`config.mk`:
```
export PLATFORM = sky130hd
export DESIGN_NAME = battery_gauge_monitor_top
export DESIGN_NICKNAME = d
export VERILOG_FILES = /design/src/bgm_pkg.sv /design/src/battery_gauge_monitor_top.sv /design/src/bgm_ram.sv
export SDC_FILE = /design/constraint.sdc
export NUM_CORES = 1
export LEC_CHECK = 0
export BUFFER_PORTS_ARGS = -buffer_cell sky130_fd_sc_hd__buf_4
export CAP_MARGIN = 40
export CORE_UTILIZATION = 38
export DETAILED_ROUTE_END_ITERATION = 8
export PLACE_DENSITY_LB_ADDON = 0.2
export SETUP_SLACK_MARGIN = 0.02
export SYNTH_ARGS = -nofsm -noshare
export SYNTH_HDL_FRONTEND = slang
export SYNTH_SLANG_ARGS = --single-unit
```
`constraint.sdc`:
```
create_clock -name clk -period 5.39 [get_ports clk]
set_clock_uncertainty 0.15 [all_clocks]
set_input_delay 0 -clock clk [delete_from_list [all_inputs] [get_ports clk]]
set_output_delay 0 -clock clk [all_outputs]
set_load 0.1 [all_outputs]
```
`src/bgm_pkg.sv`:
```
// Shared constants and types for the battery gauge monitor.
`default_nettype none

package bgm_pkg;

    // Field widths.
    localparam int SAMPLE_W = 12;
    localparam int MV_W     = 13;
    localparam int PCT_W    = 7;
    localparam int CFG_IDX_W = 2;

    // Ring depth default.
    localparam int DEFAULT_WINDOW = 8;

    // Shared divider: dividend width and step counter width.
    localparam int DIV_W     = 24;
    localparam int DIV_CNT_W = 5;

    // Converter scaling: full-scale code maps to full-scale pin voltage.
    localparam int RAW_FULL_MV   = 3300;
    localparam int RAW_FULL_CODE = 4095;

    // Percent scale.
    localparam int PCT_FULL = 100;

    // Reset values of the configuration registers and the gauge state.
    localparam logic [MV_W-1:0]  RST_EMPTY_MV  = MV_W'(3300);
    localparam logic [MV_W-1:0]  RST_FULL_MV   = MV_W'(4200);
    localparam logic [PCT_W-1:0] RST_LOW_THR   = PCT_W'(20);
    localparam logic [PCT_W-1:0] RST_REARM     = PCT_W'(5);
    localparam logic [MV_W-1:0]  RST_AVG_MV    = MV_W'(4200);
    localparam logic [PCT_W-1:0] RST_LEVEL_PCT = PCT_W'(100);

    // Configuration register indexes.
    typedef enum logic [CFG_IDX_W-1:0] {
        REG_EMPTY_MV     = 2'd0,
        REG_FULL_MV      = 2'd1,
        REG_LOW_THR_PCT  = 2'd2,
        REG_REARM_PCT    = 2'd3
    } cfg_reg_t;

endpackage

`default_nettype wire

```
`src/battery_gauge_monitor_top.sv`:
```
// Top level of the battery gauge monitor: sequencer, shared divider and output stage.
//
//   Channel   Direction  Handshake            Item contents
//   -------   ---------  -------------------  ------------------------------------------
//   in        input      in_valid / in_ready  sample, sample_is_raw, sample_valid,
//                                             chrg_pin, stdby_pin
//   out       output     out_valid/out_ready  avg_mv, level_pct, charging,
//                                             charge_complete, charging_changed, low_alert
//   cfg       input      cfg_we (no wait)     cfg_index, cfg_data
//
// The shared restoring divider produces one quotient bit per cycle and runs DIV_W = 24
// steps for each use: once for a raw converter code, always once for the mean, and once
// more, plus a ST_LVL_DONE state to take the quotient, when the level falls between
// the two limits. Summing the ring takes one read per filled entry through the
// registered read port. in_ready returns in the same cycle as the result is offered.
// Reset is asynchronous and active low; it loads the register defaults and the gauge
// state. The ring needs no clearing pass, since only written entries are ever summed.
// in_ready is high only while the sequencer is idle; a finished result waits in the
// output register, so a new item is taken while out_ready is low, and the sequencer
// only holds in its last state when the previous result has not yet been taken.
`default_nettype none

module battery_gauge_monitor_top
    import bgm_pkg::*;
#(
    parameter int WINDOW = DEFAULT_WINDOW
)
(
    input  wire logic                 clk,
    input  wire logic                 rst_n,

    input  wire logic                 in_valid,
    output logic                      in_ready,
    input  wire logic [SAMPLE_W-1:0]  sample,
    input  wire logic                 sample_is_raw,
    input  wire logic                 sample_valid,
    input  wire logic                 chrg_pin,
    input  wire logic                 stdby_pin,

    output logic                      out_valid,
    input  wire logic                 out_ready,
    output logic      [MV_W-1:0]      avg_mv,
    output logic      [PCT_W-1:0]     level_pct,
    output logic                      charging,
    output logic                      charge_complete,
    output logic                      charging_changed,
    output logic                      low_alert,

    input  wire logic                 cfg_we,
    input  wire logic [CFG_IDX_W-1:0] cfg_index,
    input  wire logic [MV_W-1:0]      cfg_data
);

    // Ring indexing and sum widths follow the window depth.
    localparam int IDX_W = (WINDOW > 1) ? $clog2(WINDOW) : 1;
    localparam int CNT_W = $clog2(WINDOW + 1);
    localparam int SUM_W = $clog2(WINDOW * (1 << MV_W));

    // Sequencer states, one-hot.
    typedef enum logic [8:0] {
        ST_IDLE    = 9'b000000001,
        ST_DIV_RAW = 9'b000000010,
        ST_WRITE   = 9'b000000100,
        ST_SUM     = 9'b000001000,
        ST_DIV_AVG = 9'b000010000,
        ST_LEVEL   = 9'b000100000,
        ST_DIV_LVL = 9'b001000000,
        ST_LVL_DONE = 9'b010000000,
        ST_FINISH  = 9'b100000000
    } state_t;

    state_t state_reg, state_next;

    // Configuration registers.
    logic [MV_W-1:0]  empty_mv_reg, empty_mv_next;
    logic [MV_W-1:0]  full_mv_reg, full_mv_next;
    logic [PCT_W-1:0] low_thr_reg, low_thr_next;
    logic [PCT_W-1:0] rearm_reg, rearm_next;

    // Latched item fields.
    logic [MV_W-1:0]  entry_reg, entry_next;
    logic             use_quo_reg, use_quo_next;
    logic             chrg_reg, chrg_next;
    logic             stdby_reg, stdby_next;

    // Gauge state.
    logic [IDX_W-1:0] widx_reg, widx_next;
    logic [CNT_W-1:0] fill_reg, fill_next;
    logic [MV_W-1:0]  avg_reg, avg_next;
    logic [PCT_W-1:0] level_reg, level_next;
    logic             charging_flag_reg, charging_flag_next;
    logic             complete_flag_reg, complete_flag_next;
    logic             low_warned_reg, low_warned_next;

    // Ring summation.
    logic [CNT_W-1:0] rd_cnt_reg, rd_cnt_next;
    logic             rd_pend_reg, rd_pend_next;
    logic [SUM_W-1:0] sum_reg, sum_next;

    // Shared restoring divider.
    logic [MV_W-1:0]      div_rem_reg, div_rem_next;
    logic [DIV_W-1:0]     div_quo_reg, div_quo_next;
    logic [MV_W-1:0]      div_dvs_reg, div_dvs_next;
    logic [DIV_CNT_W-1:0] div_cnt_reg, div_cnt_next;

    // Output stage.
    logic             out_valid_reg, out_valid_next;
    logic [MV_W-1:0]  o_avg_reg, o_avg_next;
    logic [PCT_W-1:0] o_level_reg, o_level_next;
    logic             o_chg_reg, o_chg_next;
    logic             o_cmp_reg, o_cmp_next;
    logic             o_chgd_reg, o_chgd_next;
    logic             o_alert_reg, o_alert_next;

    // Ring memory port.
    logic             ram_we;
    logic [IDX_W-1:0] ram_waddr;
    logic [MV_W-1:0]  ram_wdata;
    logic             ram_re;
    logic [IDX_W-1:0] ram_raddr;
    logic [MV_W-1:0]  ram_rdata;

    // Divider step and level datapath.
    logic [MV_W:0]    div_rem_sh;
    logic             div_ge;
    logic             div_last;
    logic [MV_W-1:0]  avg_new;
    logic [MV_W-1:0]  lvl_diff;
    logic [MV_W-1:0]  lvl_span;
    logic             rd_issue;
    logic [PCT_W:0]   rearm_level;
    logic             charging_now;

    bgm_ram #(
        .WIDTH (MV_W),
        .DEPTH (WINDOW)
    ) u_ring (
        .clk   (clk),
        .we    (ram_we),
        .waddr (ram_waddr),
        .wdata (ram_wdata),
        .re    (ram_re),
        .raddr (ram_raddr),
        .rdata (ram_rdata)
    );

    // One restoring step: shift in the next dividend bit, subtract when it fits.
    assign div_rem_sh = {div_rem_reg, div_quo_reg[DIV_W-1]};
    assign div_ge     = div_rem_sh >= {1'b0, div_dvs_reg};
    assign div_last   = div_cnt_reg == DIV_CNT_W'(DIV_W - 1);

    assign avg_new  = div_quo_reg[MV_W-1:0];
    assign lvl_diff = avg_new - empty_mv_reg;
    assign lvl_span = full_mv_reg - empty_mv_reg;
    assign rd_issue = rd_cnt_reg < fill_reg;

    // Re-arm level is formed one bit wider so threshold plus margin never wraps.
    assign rearm_level  = {1'b0, low_thr_reg} + {1'b0, rearm_reg};
    assign charging_now = !chrg_reg;

    always_comb
    begin
        state_next         = state_reg;
        empty_mv_next      = empty_mv_reg;
        full_mv_next       = full_mv_reg;
        low_thr_next       = low_thr_reg;
        rearm_next         = rearm_reg;
        entry_next         = entry_reg;
        use_quo_next       = use_quo_reg;
        chrg_next          = chrg_reg;
        stdby_next         = stdby_reg;
        widx_next          = widx_reg;
        fill_next          = fill_reg;
        avg_next           = avg_reg;
        level_next         = level_reg;
        charging_flag_next = charging_flag_reg;
        complete_flag_next = complete_flag_reg;
        low_warned_next    = low_warned_reg;
        rd_cnt_next        = rd_cnt_reg;
        rd_pend_next       = rd_pend_reg;
        sum_next           = sum_reg;
        div_rem_next       = div_rem_reg;
        div_quo_next       = div_quo_reg;
        div_dvs_next       = div_dvs_reg;
        div_cnt_next       = div_cnt_reg;
        out_valid_next     = out_valid_reg && !out_ready;
        o_avg_next         = o_avg_reg;
        o_level_next       = o_level_reg;
        o_chg_next         = o_chg_reg;
        o_cmp_next         = o_cmp_reg;
        o_chgd_next        = o_chgd_reg;
        o_alert_next       = o_alert_reg;
        ram_we             = 1'b0;
        ram_waddr          = widx_reg;
        ram_wdata          = use_quo_reg ? {div_quo_reg[MV_W-2:0], 1'b0} : entry_reg;
        ram_re             = 1'b0;
        ram_raddr          = rd_cnt_reg[IDX_W-1:0];

        // The user makes configuration writes only while idle (not enforced); pct registers keep their low bits.
        if (cfg_we)
        begin
            case (cfg_index)
                REG_EMPTY_MV:    empty_mv_next = cfg_data;
                REG_FULL_MV:     full_mv_next  = cfg_data;
                REG_LOW_THR_PCT: low_thr_next  = cfg_data[PCT_W-1:0];
                REG_REARM_PCT:   rearm_next    = cfg_data[PCT_W-1:0];
                default:         ;
            endcase
        end

        // Every division state runs the shared divider one step per cycle.
        if ((state_reg == ST_DIV_RAW) || (state_reg == ST_DIV_AVG)
            || (state_reg == ST_DIV_LVL))
        begin
            div_rem_next = div_ge ? MV_W'(div_rem_sh - {1'b0, div_dvs_reg})
                                  : div_rem_sh[MV_W-1:0];
            div_quo_next = {div_quo_reg[DIV_W-2:0], div_ge};
            div_cnt_next = div_cnt_reg + 1'b1;
        end

        case (state_reg)
            ST_IDLE:
            begin
                if (in_valid)
                begin
                    chrg_next    = chrg_pin;
                    stdby_next   = stdby_pin;
                    use_quo_next = sample_valid && sample_is_raw;
                    // A failed read pushes the current average as it is.
                    entry_next   = sample_valid ? {sample, 1'b0} : avg_reg;
                    div_rem_next = '0;
                    div_cnt_next = '0;
                    div_quo_next = DIV_W'(sample) * DIV_W'(RAW_FULL_MV);
                    div_dvs_next = MV_W'(RAW_FULL_CODE);
                    state_next   = (sample_valid && sample_is_raw) ? ST_DIV_RAW : ST_WRITE;
                end
            end

            ST_DIV_RAW:
            begin
                if (div_last)
                begin
                    state_next = ST_WRITE;
                end
            end

            ST_WRITE:
            begin
                ram_we       = 1'b1;
                widx_next    = (widx_reg == IDX_W'(WINDOW - 1)) ? '0 : widx_reg + 1'b1;
                fill_next    = (fill_reg < CNT_W'(WINDOW)) ? fill_reg + 1'b1 : fill_reg;
                rd_cnt_next  = '0;
                rd_pend_next = 1'b0;
                sum_next     = '0;
                state_next   = ST_SUM;
            end

            ST_SUM:
            begin
                ram_re       = rd_issue;
                rd_pend_next = rd_issue;
                if (rd_issue)
                begin
                    rd_cnt_next = rd_cnt_reg + 1'b1;
                end
                if (rd_pend_reg)
                begin
                    sum_next = sum_reg + SUM_W'(ram_rdata);
                end
                if (!rd_issue && !rd_pend_reg)
                begin
                    div_rem_next = '0;
                    div_cnt_next = '0;
                    div_quo_next = DIV_W'(sum_reg);
                    div_dvs_next = MV_W'(fill_reg);
                    state_next   = ST_DIV_AVG;
                end
            end

            ST_DIV_AVG:
            begin
                if (div_last)
                begin
                    state_next = ST_LEVEL;
                end
            end

            ST_LEVEL:
            begin
                avg_next = avg_new;
                if (avg_new <= empty_mv_reg)
                begin
                    level_next = '0;
                    state_next = ST_FINISH;
                end
                else if (avg_new >= full_mv_reg)
                begin
                    level_next = PCT_W'(PCT_FULL);
                    state_next = ST_FINISH;
                end
                else
                begin
                    div_rem_next = '0;
                    div_cnt_next = '0;
                    div_quo_next = DIV_W'(lvl_diff) * DIV_W'(PCT_FULL);
                    div_dvs_next = lvl_span;
                    state_next   = ST_DIV_LVL;
                end
            end

            ST_DIV_LVL:
            begin
                if (div_last)
                begin
                    state_next = ST_LVL_DONE;
                end
            end

            ST_LVL_DONE:
            begin
                level_next = div_quo_reg[PCT_W-1:0];
                state_next = ST_FINISH;
            end

            ST_FINISH:
            begin
                if (!out_valid_reg || out_ready)
                begin
                    charging_flag_next = charging_now;
                    complete_flag_next = !stdby_reg;
                    o_avg_next         = avg_reg;
                    o_level_next       = level_reg;
                    o_chg_next         = charging_now;
                    o_cmp_next         = !stdby_reg;
                    o_chgd_next        = charging_now != charging_flag_reg;
                    o_alert_next       = 1'b0;
                    if (level_reg <= low_thr_reg)
                    begin
                        if (!low_warned_reg)
                        begin
                            low_warned_next = 1'b1;
                            o_alert_next    = 1'b1;
                        end
                    end
                    else if ({1'b0, level_reg} > rearm_level)
                    begin
                        low_warned_next = 1'b0;
                    end
                    out_valid_next = 1'b1;
                    state_next     = ST_IDLE;
                end
            end

            default:
            begin
                state_next = ST_IDLE;
            end
        endcase
    end

    always_ff @(posedge clk or negedge rst_n)
    begin
        if (!rst_n)
        begin
            state_reg         <= ST_IDLE;
            empty_mv_reg      <= RST_EMPTY_MV;
            full_mv_reg       <= RST_FULL_MV;
            low_thr_reg       <= RST_LOW_THR;
            rearm_reg         <= RST_REARM;
            entry_reg         <= '0;
            use_quo_reg       <= 1'b0;
            chrg_reg          <= 1'b1;
            stdby_reg         <= 1'b1;
            widx_reg          <= '0;
            fill_reg          <= '0;
            avg_reg           <= RST_AVG_MV;
            level_reg         <= RST_LEVEL_PCT;
            charging_flag_reg <= 1'b0;
            complete_flag_reg <= 1'b0;
            low_warned_reg    <= 1'b0;
            rd_cnt_reg        <= '0;
            rd_pend_reg       <= 1'b0;
            sum_reg           <= '0;
            div_rem_reg       <= '0;
            div_quo_reg       <= '0;
            div_dvs_reg       <= MV_W'(RAW_FULL_CODE);
            div_cnt_reg       <= '0;
            out_valid_reg     <= 1'b0;
            o_avg_reg         <= '0;
            o_level_reg       <= '0;
            o_chg_reg         <= 1'b0;
            o_cmp_reg         <= 1'b0;
            o_chgd_reg        <= 1'b0;
            o_alert_reg       <= 1'b0;
        end
        else
        begin
            state_reg         <= state_next;
            empty_mv_reg      <= empty_mv_next;
            full_mv_reg       <= full_mv_next;
            low_thr_reg       <= low_thr_next;
            rearm_reg         <= rearm_next;
            entry_reg         <= entry_next;
            use_quo_reg       <= use_quo_next;
            chrg_reg          <= chrg_next;
            stdby_reg         <= stdby_next;
            widx_reg          <= widx_next;
            fill_reg          <= fill_next;
            avg_reg           <= avg_next;
            level_reg         <= level_next;
            charging_flag_reg <= charging_flag_next;
            complete_flag_reg <= complete_flag_next;
            low_warned_reg    <= low_warned_next;
            rd_cnt_reg        <= rd_cnt_next;
            rd_pend_reg       <= rd_pend_next;
            sum_reg           <= sum_next;
            div_rem_reg       <= div_rem_next;
            div_quo_reg       <= div_quo_next;
            div_dvs_reg       <= div_dvs_next;
            div_cnt_reg       <= div_cnt_next;
            out_valid_reg     <= out_valid_next;
            o_avg_reg         <= o_avg_next;
            o_level_reg       <= o_level_next;
            o_chg_reg         <= o_chg_next;
            o_cmp_reg         <= o_cmp_next;
            o_chgd_reg        <= o_chgd_next;
            o_alert_reg       <= o_alert_next;
        end
    end

    assign in_ready         = state_reg == ST_IDLE;
    assign out_valid        = out_valid_reg;
    assign avg_mv           = o_avg_reg;
    assign level_pct        = o_level_reg;
    assign charging         = o_chg_reg;
    assign charge_complete  = o_cmp_reg;
    assign charging_changed = o_chgd_reg;
    assign low_alert        = o_alert_reg;

`ifndef SYNTHESIS
    // The fill count never passes the ring depth.
    a_fill_bound: assert property (@(posedge clk) disable iff (!rst_n)
        fill_reg <= CNT_W'(WINDOW))
        else $error("fill count exceeds ring depth");

    // The divider remainder stays below its divisor at every step.
    a_div_rem: assert property (@(posedge clk) disable iff (!rst_n)
        (state_reg == ST_DIV_RAW || state_reg == ST_DIV_AVG || state_reg == ST_DIV_LVL)
        |-> (div_rem_reg < div_dvs_reg))
        else $error("divider remainder not below divisor");

    // A level quotient taken from the divider is always below full scale.
    a_lvl_quo: assert property (@(posedge clk) disable iff (!rst_n)
        (state_reg == ST_LVL_DONE) |-> (div_quo_reg < DIV_W'(PCT_FULL)))
        else $error("level quotient out of range");

    // A pending alert result always agrees with the armed state.
    a_alert_warned: assert property (@(posedge clk) disable iff (!rst_n)
        (out_valid_reg && o_alert_reg) |-> low_warned_reg)
        else $error("low alert pending while alert is re-armed");

    // Summation ends with every filled entry read.
    a_sum_done: assert property (@(posedge clk) disable iff (!rst_n)
        (state_reg == ST_SUM && state_next == ST_DIV_AVG) |-> (rd_cnt_reg == fill_reg))
        else $error("ring sum finished early");
`endif

endmodule

`default_nettype wire

```
`src/bgm_ram.sv`:
```
// Generic single-write, single-read RAM with registered read data.
`default_nettype none

module bgm_ram
    import bgm_pkg::*;
#(
    parameter int WIDTH = MV_W,
    parameter int DEPTH = DEFAULT_WINDOW,
    localparam int AW   = (DEPTH > 1) ? $clog2(DEPTH) : 1
)
(
    input  wire logic             clk,
    input  wire logic             we,
    input  wire logic [AW-1:0]    waddr,
    input  wire logic [WIDTH-1:0] wdata,
    input  wire logic             re,
    input  wire logic [AW-1:0]    raddr,
    output logic      [WIDTH-1:0] rdata
);

    logic [WIDTH-1:0] mem [DEPTH];

    always_ff @(posedge clk)
    begin
        if (we)
        begin
            mem[waddr] <= wdata;
        end
        if (re)
        begin
            rdata <= mem[raddr];
        end
    end

endmodule

`default_nettype wire

```
==> results_dict.tcl, run 1 <==
set metrics [dict create \
    slew_viol_final 0 \
    timing.rr.start "div_quo_reg[0]" \
    r2r_cells 22 \
    seqCellArea_um2 8414 \
    cts_buffers 37 \
    max_stage_delay_ns 0.41 \
    die_h_um 228.5 \
    hp-class "in2reg" \
    min_from "in_valid" \
    drc 0 \
    slowest_stage "fa_1" \
    worst_slew_pin_slew_ns 0.8796 \
    grt_usage 0.1891 \
    grt_pass1_vias 13800 \
    instances_no_fill 2597 \
    clock_latency_ns 0.56 \
    path_buf_inv 2 \
    critPathCaptureType "flop" \
    synth_fp_nets 2030 \
    cp_max_fo 4 \
    clk_path_buf_depth 3 \
    cts_tree "done" \
    vias 13440 \
    coreArea_um2 50380 \
    wl_per_cell_um 18.65 \
    grt_max_degree 143 \
    ys_seq_area_frac 0.4314 \
    yosysTopAreaCellShare 0.2027 \
    final_hold_viol_count 0 \
    utilization 0.4550 \
    crit_type "reg2reg" \
    fill_cells 4669 \
    cts.clk_slew.worst_paths_ns 0.06 \
    finalSetupViolations 0 \
    portBuffers 61 \
    yosysWarnings 0 \
    crit_path_start "div_quo_reg[0]" \
    antenna_cells 0 \
    dieWidth_um 228.5 \
    path_cells "inv_1 -> ha_1 -> inv_1 -> fa_1 -> a21o_1 -> a21oi_2 -> o21bai_1 -> a21oi_2 -> o21ai_2 -> a21o_1 -> a21o_1 -> xor2_1 -> ha_1 -> ha_1 -> ha_1 -> ha_1 -> a21o_1 -> o21bai_1 -> o41ai_2 -> xnor2_1 -> a2bb2oi_1 -> o21ai_0" \
    place_area_um2 20980 \
    postRouteAntennaNets 0 \
    worst-endpoint-required_ns 5.65 \
    wl_mm 48.43 \
    syn2layout_area_growth_pct 17.53 \
    dp_hpwl_mm 35.71 \
    first_pass_iters 5 \
    reg2reg_slack_ns 0.39 \
    die_area_um2 52230 \
    grt-ovfl-total 0 \
    dp.cells 2465 \
    drt_iter0_drc 804 \
    worstPathArrival_ns 5.26 \
    avgViaCountPerCell 5.176 \
    synth_area_leader_cell "dfrtp_1" \
    r2r_end "div_quo_reg[19]" \
    rows 82 \
    htree_levels 2 \
    ios 62 \
    start_util 0.3871 \
    slew_headroom 0.4136 \
    path_delay_family "compound AO/OA/AOI/OAI gates" \
    clock-root-buffer "clkbuf_16" \
    period_share 0.9270 \
    synth_edf_count 117 \
    setup_total_negative_slack_ns 0 \
    synth_ff_type "dfrtp_1" \
    grt_first_pass_wirelength_mm 77.41 \
    multi_input_area_um2 10230 \
    final_layout_size_suffix_gt1_frac 0.1844 \
    final_area_um2 22920 \
    hold_path_end "state_reg[0]" \
    largest_reg_flops 104 \
    synthArstFlopShare 0.6238 \
    final_nets 2183 \
    synthTopCellsByArea "dfrtp_1 (20%), edfxtp_1 (18%), ha_1 (13%)" \
    cap_violations 0 \
    post-route-min-period_ns 4.997 \
    outcome "completed" \
    syn_inst 1744 \
    most-common-layout-cells "ha_1 (205), inv_1 (175), dfrtp_1 (157), nand2_1 (140), edfxtp_1 (117)" \
    synth-seq-cells 311 \
    critPathMostFrequentCell "ha_1" \
    crit_path_start_kind "flop" \
    final_common_cell "ha_1" \
    cts_sinks 311 \
    synthDistinctLibCells 75 \
    place.gp.congestion 0.8463 \
    hold_path_depth 3 \
    antenna_found_initial 1 \
    fmax_ghz 0.2001 \
    syn_area_per_cell_um2 11.18 \
    netlist_area_um2 19500 \
]
[worst reg2reg max path: stages, from the launching register on]
cell,delay [ns]
dfrtp_1,0.39
inv_1,0.08
ha_1,0.16
inv_1,0.06
fa_1,0.41
a21o_1,0.22
a21oi_2,0.17
o21bai_1,0.09
a21oi_2,0.22
o21ai_2,0.14
a21o_1,0.19
a21o_1,0.20
xor2_1,0.16
ha_1,0.30
ha_1,0.29
ha_1,0.29
ha_1,0.35
a21o_1,0.20
o21bai_1,0.19
o41ai_2,0.26
xnor2_1,0.12
a2bb2oi_1,0.14
o21ai_0,0.10
[logic make-up (layout without fill, tap and decap cells)]
kind of cell,Yosys count,count (layout),share of synthesized area
fa+ha+maj,250,250,0.1773
simple gates,380,380,0.09367
flops,311,311,0.4314
compound gates,337,337,0.1118
xor+xnor,84,84,0.03773
mux,150,150,0.09919
buf+inv,232,413,0.04889
[cells in the mapped netlist, types with 38 or more instances]
| master | instances |
|---|---|
| inv_1 | 175 |
| xnor2_1 | 48 |
| mux2i_1 | 38 |
| nand3_1 | 43 |
| fa_1 | 44 |
| dfrtp_1 | 158 |
| a21oi_1 | 72 |
| mux2_2 | 86 |
| ha_1 | 206 |
| nand2_1 | 141 |
| o21ai_0 | 105 |
| nor2_1 | 78 |
| edfxtp_1 | 117 |
[worst max-delay path by stage]
stage,end,slack [ns],depth (start not counted)
2_1_floorplan,div_quo_reg[19],0.44,23
3_3_place_gp,div_quo_reg[19],0.21,22
3_5_place_dp,div_quo_reg[19],0.17,22
4_1_cts,div_quo_reg[19],0.13,22
5_1_grt,div_quo_reg[19],-0.02,21
6_report,div_quo_reg[19],0.39,22
[layout make-up]
cell class                 instances  share of cell area
sequential                       311              0.3671
clock buffer                      46             0.04405
inverter                         176             0.02882
timing repair buffer             170             0.06714
tap                              672             0.03668
clock inverter                    21            0.009935
multi-input combinational       1201              0.4463
[layer usage]
layer | wire (µm) | global-route usage
met1 | 22520 | 0.2583
met2 | 22790 | 0.3109
met3 | 1906 | 0.02520
met4 | 1191 | 0.05893
met5 | 13 | 0
[repair_timing]
item / in CTS / in global routing
hold buffers: 64 / 0
setup buffers: 0 / 1
gates resized for setup: 0 / 10
endpoints found under the hold margin: 241 / 0
endpoints found under the setup margin: 0 / 3
[stage by stage]
step | hold WS, ns | setup WS [ns]
floorplan | -0.4456 | 0.4419
global placement | -0.1467 | 0.2117
detailed placement | -0.1478 | 0.1687
CTS | 0.05304 | 0.1334
global route | 0.07001 | -0.02148
finish | 0.07612 | 0.3934
Power of run 1 is left out: the tool's default activity adds up to more than one toggle a clock period on the data nets, which glitch-free logic cannot reach.
==> inputs of run 2 (changes only) <==
- PLACE_DENSITY: default -> 0.63
- PLACE_DENSITY_LB_ADDON: 0.2 -> default
- clock period: 5.39 -> 5.5 ns (I/O delays scaled with it)
==> run 2 against run 1 <==
Against the previous run: register-to-register slack lost 0.06 ns; core utilization shrank 0.31 points; critical endpoint unchanged; critical path type unchanged; final area shrank 0.69%; maximum frequency shrank 3.3%; hold slack lost 0.024 ns.
==> results_dict.tcl, run 2 (synthesized netlist as in run 1, its figures left out) <==
set metrics [dict create \
    outcome "completed" \
    critPathCaptureType "flop" \
    worstPathArrival_ns 5.41 \
    drc 0 \
    grt_max_degree 58 \
    timing.rr.start "div_quo_reg[0]" \
    cp_max_fo 4 \
    cts_tree "done" \
    place_area_um2 20940 \
    antenna_found_initial 0 \
    dp_hpwl_mm 35.20 \
    r2r_end "div_quo_reg[19]" \
    final_nets 2175 \
    path_cells "inv_1 -> ha_1 -> inv_1 -> fa_1 -> a21o_1 -> a21oi_1 -> o21bai_1 -> a21oi_2 -> o21ai_1 -> a21o_1 -> a21o_1 -> xor2_1 -> ha_1 -> ha_1 -> ha_1 -> ha_1 -> a21o_1 -> o21bai_1 -> o41ai_2 -> xnor2_1 -> a2bb2oi_1 -> o21ai_0" \
    r2r_cells 22 \
    slew_headroom 0.4173 \
    postCtsSetupBuffers 0 \
    reg2reg_slack_ns 0.34 \
    critPathMostFrequentCell "ha_1" \
    syn2layout_area_growth_pct 16.73 \
    portBuffers 61 \
    avgViaCountPerCell 5.277 \
    grt-ovfl-total 0 \
    grt_pass1_vias 13970 \
    rows 82 \
    dieWidth_um 228.5 \
    setup_total_negative_slack_ns 0 \
    crit_path_start_kind "flop" \
    cts_buffers 36 \
    slew_viol_final 0 \
    drt_iter0_drc 953 \
    cap_violations 0 \
    postRouteAntennaNets 0 \
    coreArea_um2 50380 \
    wl_per_cell_um 18.39 \
    final_common_cell "ha_1" \
    clk_path_buf_depth 3 \
    largest_reg_flops 104 \
    slowest_stage "fa_1" \
    fmax_ghz 0.1936 \
    grt_usage 0.1838 \
    ios 62 \
    most-common-layout-cells "ha_1 (206), inv_1 (175), dfrtp_1 (157), nand2_1 (140), edfxtp_1 (117)" \
    final_hold_viol_count 0 \
    cts_sinks 311 \
    place.gp.congestion 0.8830 \
    worst_slew_pin_slew_ns 0.8740 \
    finalSetupViolations 0 \
    die_h_um 228.5 \
    critPathCapture "div_quo_reg[19]" \
    crit_type "reg2reg" \
    rsz0062_at_grt "false" \
    die_area_um2 52230 \
    vias 13660 \
    worst-endpoint-required_ns 5.74 \
    crit_path_start "div_quo_reg[0]" \
    start_util 0.3871 \
    grt_first_pass_wirelength_mm 75.83 \
    antenna_cells 0 \
    clock_latency_ns 0.56 \
    final_layout_size_suffix_gt1_frac 0.1774 \
    cts.clk_slew.worst_paths_ns 0.06 \
    clock-root-buffer "clkbuf_16" \
    final_area_um2 22760 \
    wl_mm 47.61 \
    period_share 0.9391 \
    htree_levels 2 \
    post-route-min-period_ns 5.165 \
    first_pass_iters 6 \
    hp-class "in2reg" \
    max_stage_delay_ns 0.40 \
]
run 2: cell types whose count changed in the layout (fill, tap and decap cells not counted), sizes merged:
cell and change:
buf -5, bufinv -1, clkbuf +5, clkinv -11, clkinvlp +2, dlygate4sd3 -2, inv +4
run 2: how the worst min path moves through the flow:
stage | start | cells after the start | slack (ns) | to
finish | stdby_pin | 4 | 0.05 | stdby_reg
global route | chrg_pin | 4 | 0.07 | chrg_reg
CTS | chrg_pin | 4 | 0.03 | chrg_reg
detailed placement | rst_n | 1 | 0.002 | level_pct[6]
global placement | rst_n | 1 | -0.01 | rearm_reg[4]
floorplan | rst_n | 0 | -0.45 | avg_mv[0]
run 2: stage by stage:
| stage | cells | worst slack, ns | hold WS (ns) | utilization |
|---|---|---|---|---|
| final | 2589 | 0.3352 | 0.05163 | 0.4519 |
| after global routing | 2589 | 0.03126 | 0.06977 | 0.4519 |
| after CTS | 2589 | 0.1513 | 0.02617 | 0.4513 |
| after detailed placement | 2461 | 0.1584 | 0.002208 | 0.4157 |
| after global placement | 2452 | 0.3052 | -0.01182 | 0.4128 |
| after floorplan | 1744 | 0.5519 | -0.4456 | - |
run 2: layout make-up:
class	instances	area, µm²
Clock inverter	15	168.9
Fill cell	4605	27610
Multi-Input combinational cell	1201	10210
Inverter	176	660.6
Sequential cell	311	8414
Timing Repair Buffer	163	1478
Tap cell	672	840.8
Clock buffer	51	987.2
run 2: routing by layer:
layer / vias to the layer above / wire, µm / global-route usage
met5: - / 0 / 0
met4: 0 / 1227 / 0.06145
met3: 76 / 1970 / 0.02532
met2: 291 / 22730 / 0.3054
met1: 6763 / 21680 / 0.2462
li1: 6531 / - / -
run 2: worst max-delay path, delay by kind of cell (launching register included):
family	cells	cell delay [ns]
AOI/OAI and AO/OA	12	2.23
xor gates and xnor gates	2	0.28
adders and majority gates	6	1.81
buffers and inverters	2	0.14
DFF	1	0.39
run 2: what timing repair did:
item,in CTS,in global routing
hold buffers,62,0
hold endpoints to repair,162,0
setup endpoints to repair,0,2
gates resized for setup,0,6
Power of run 2 is left out for the same reason.
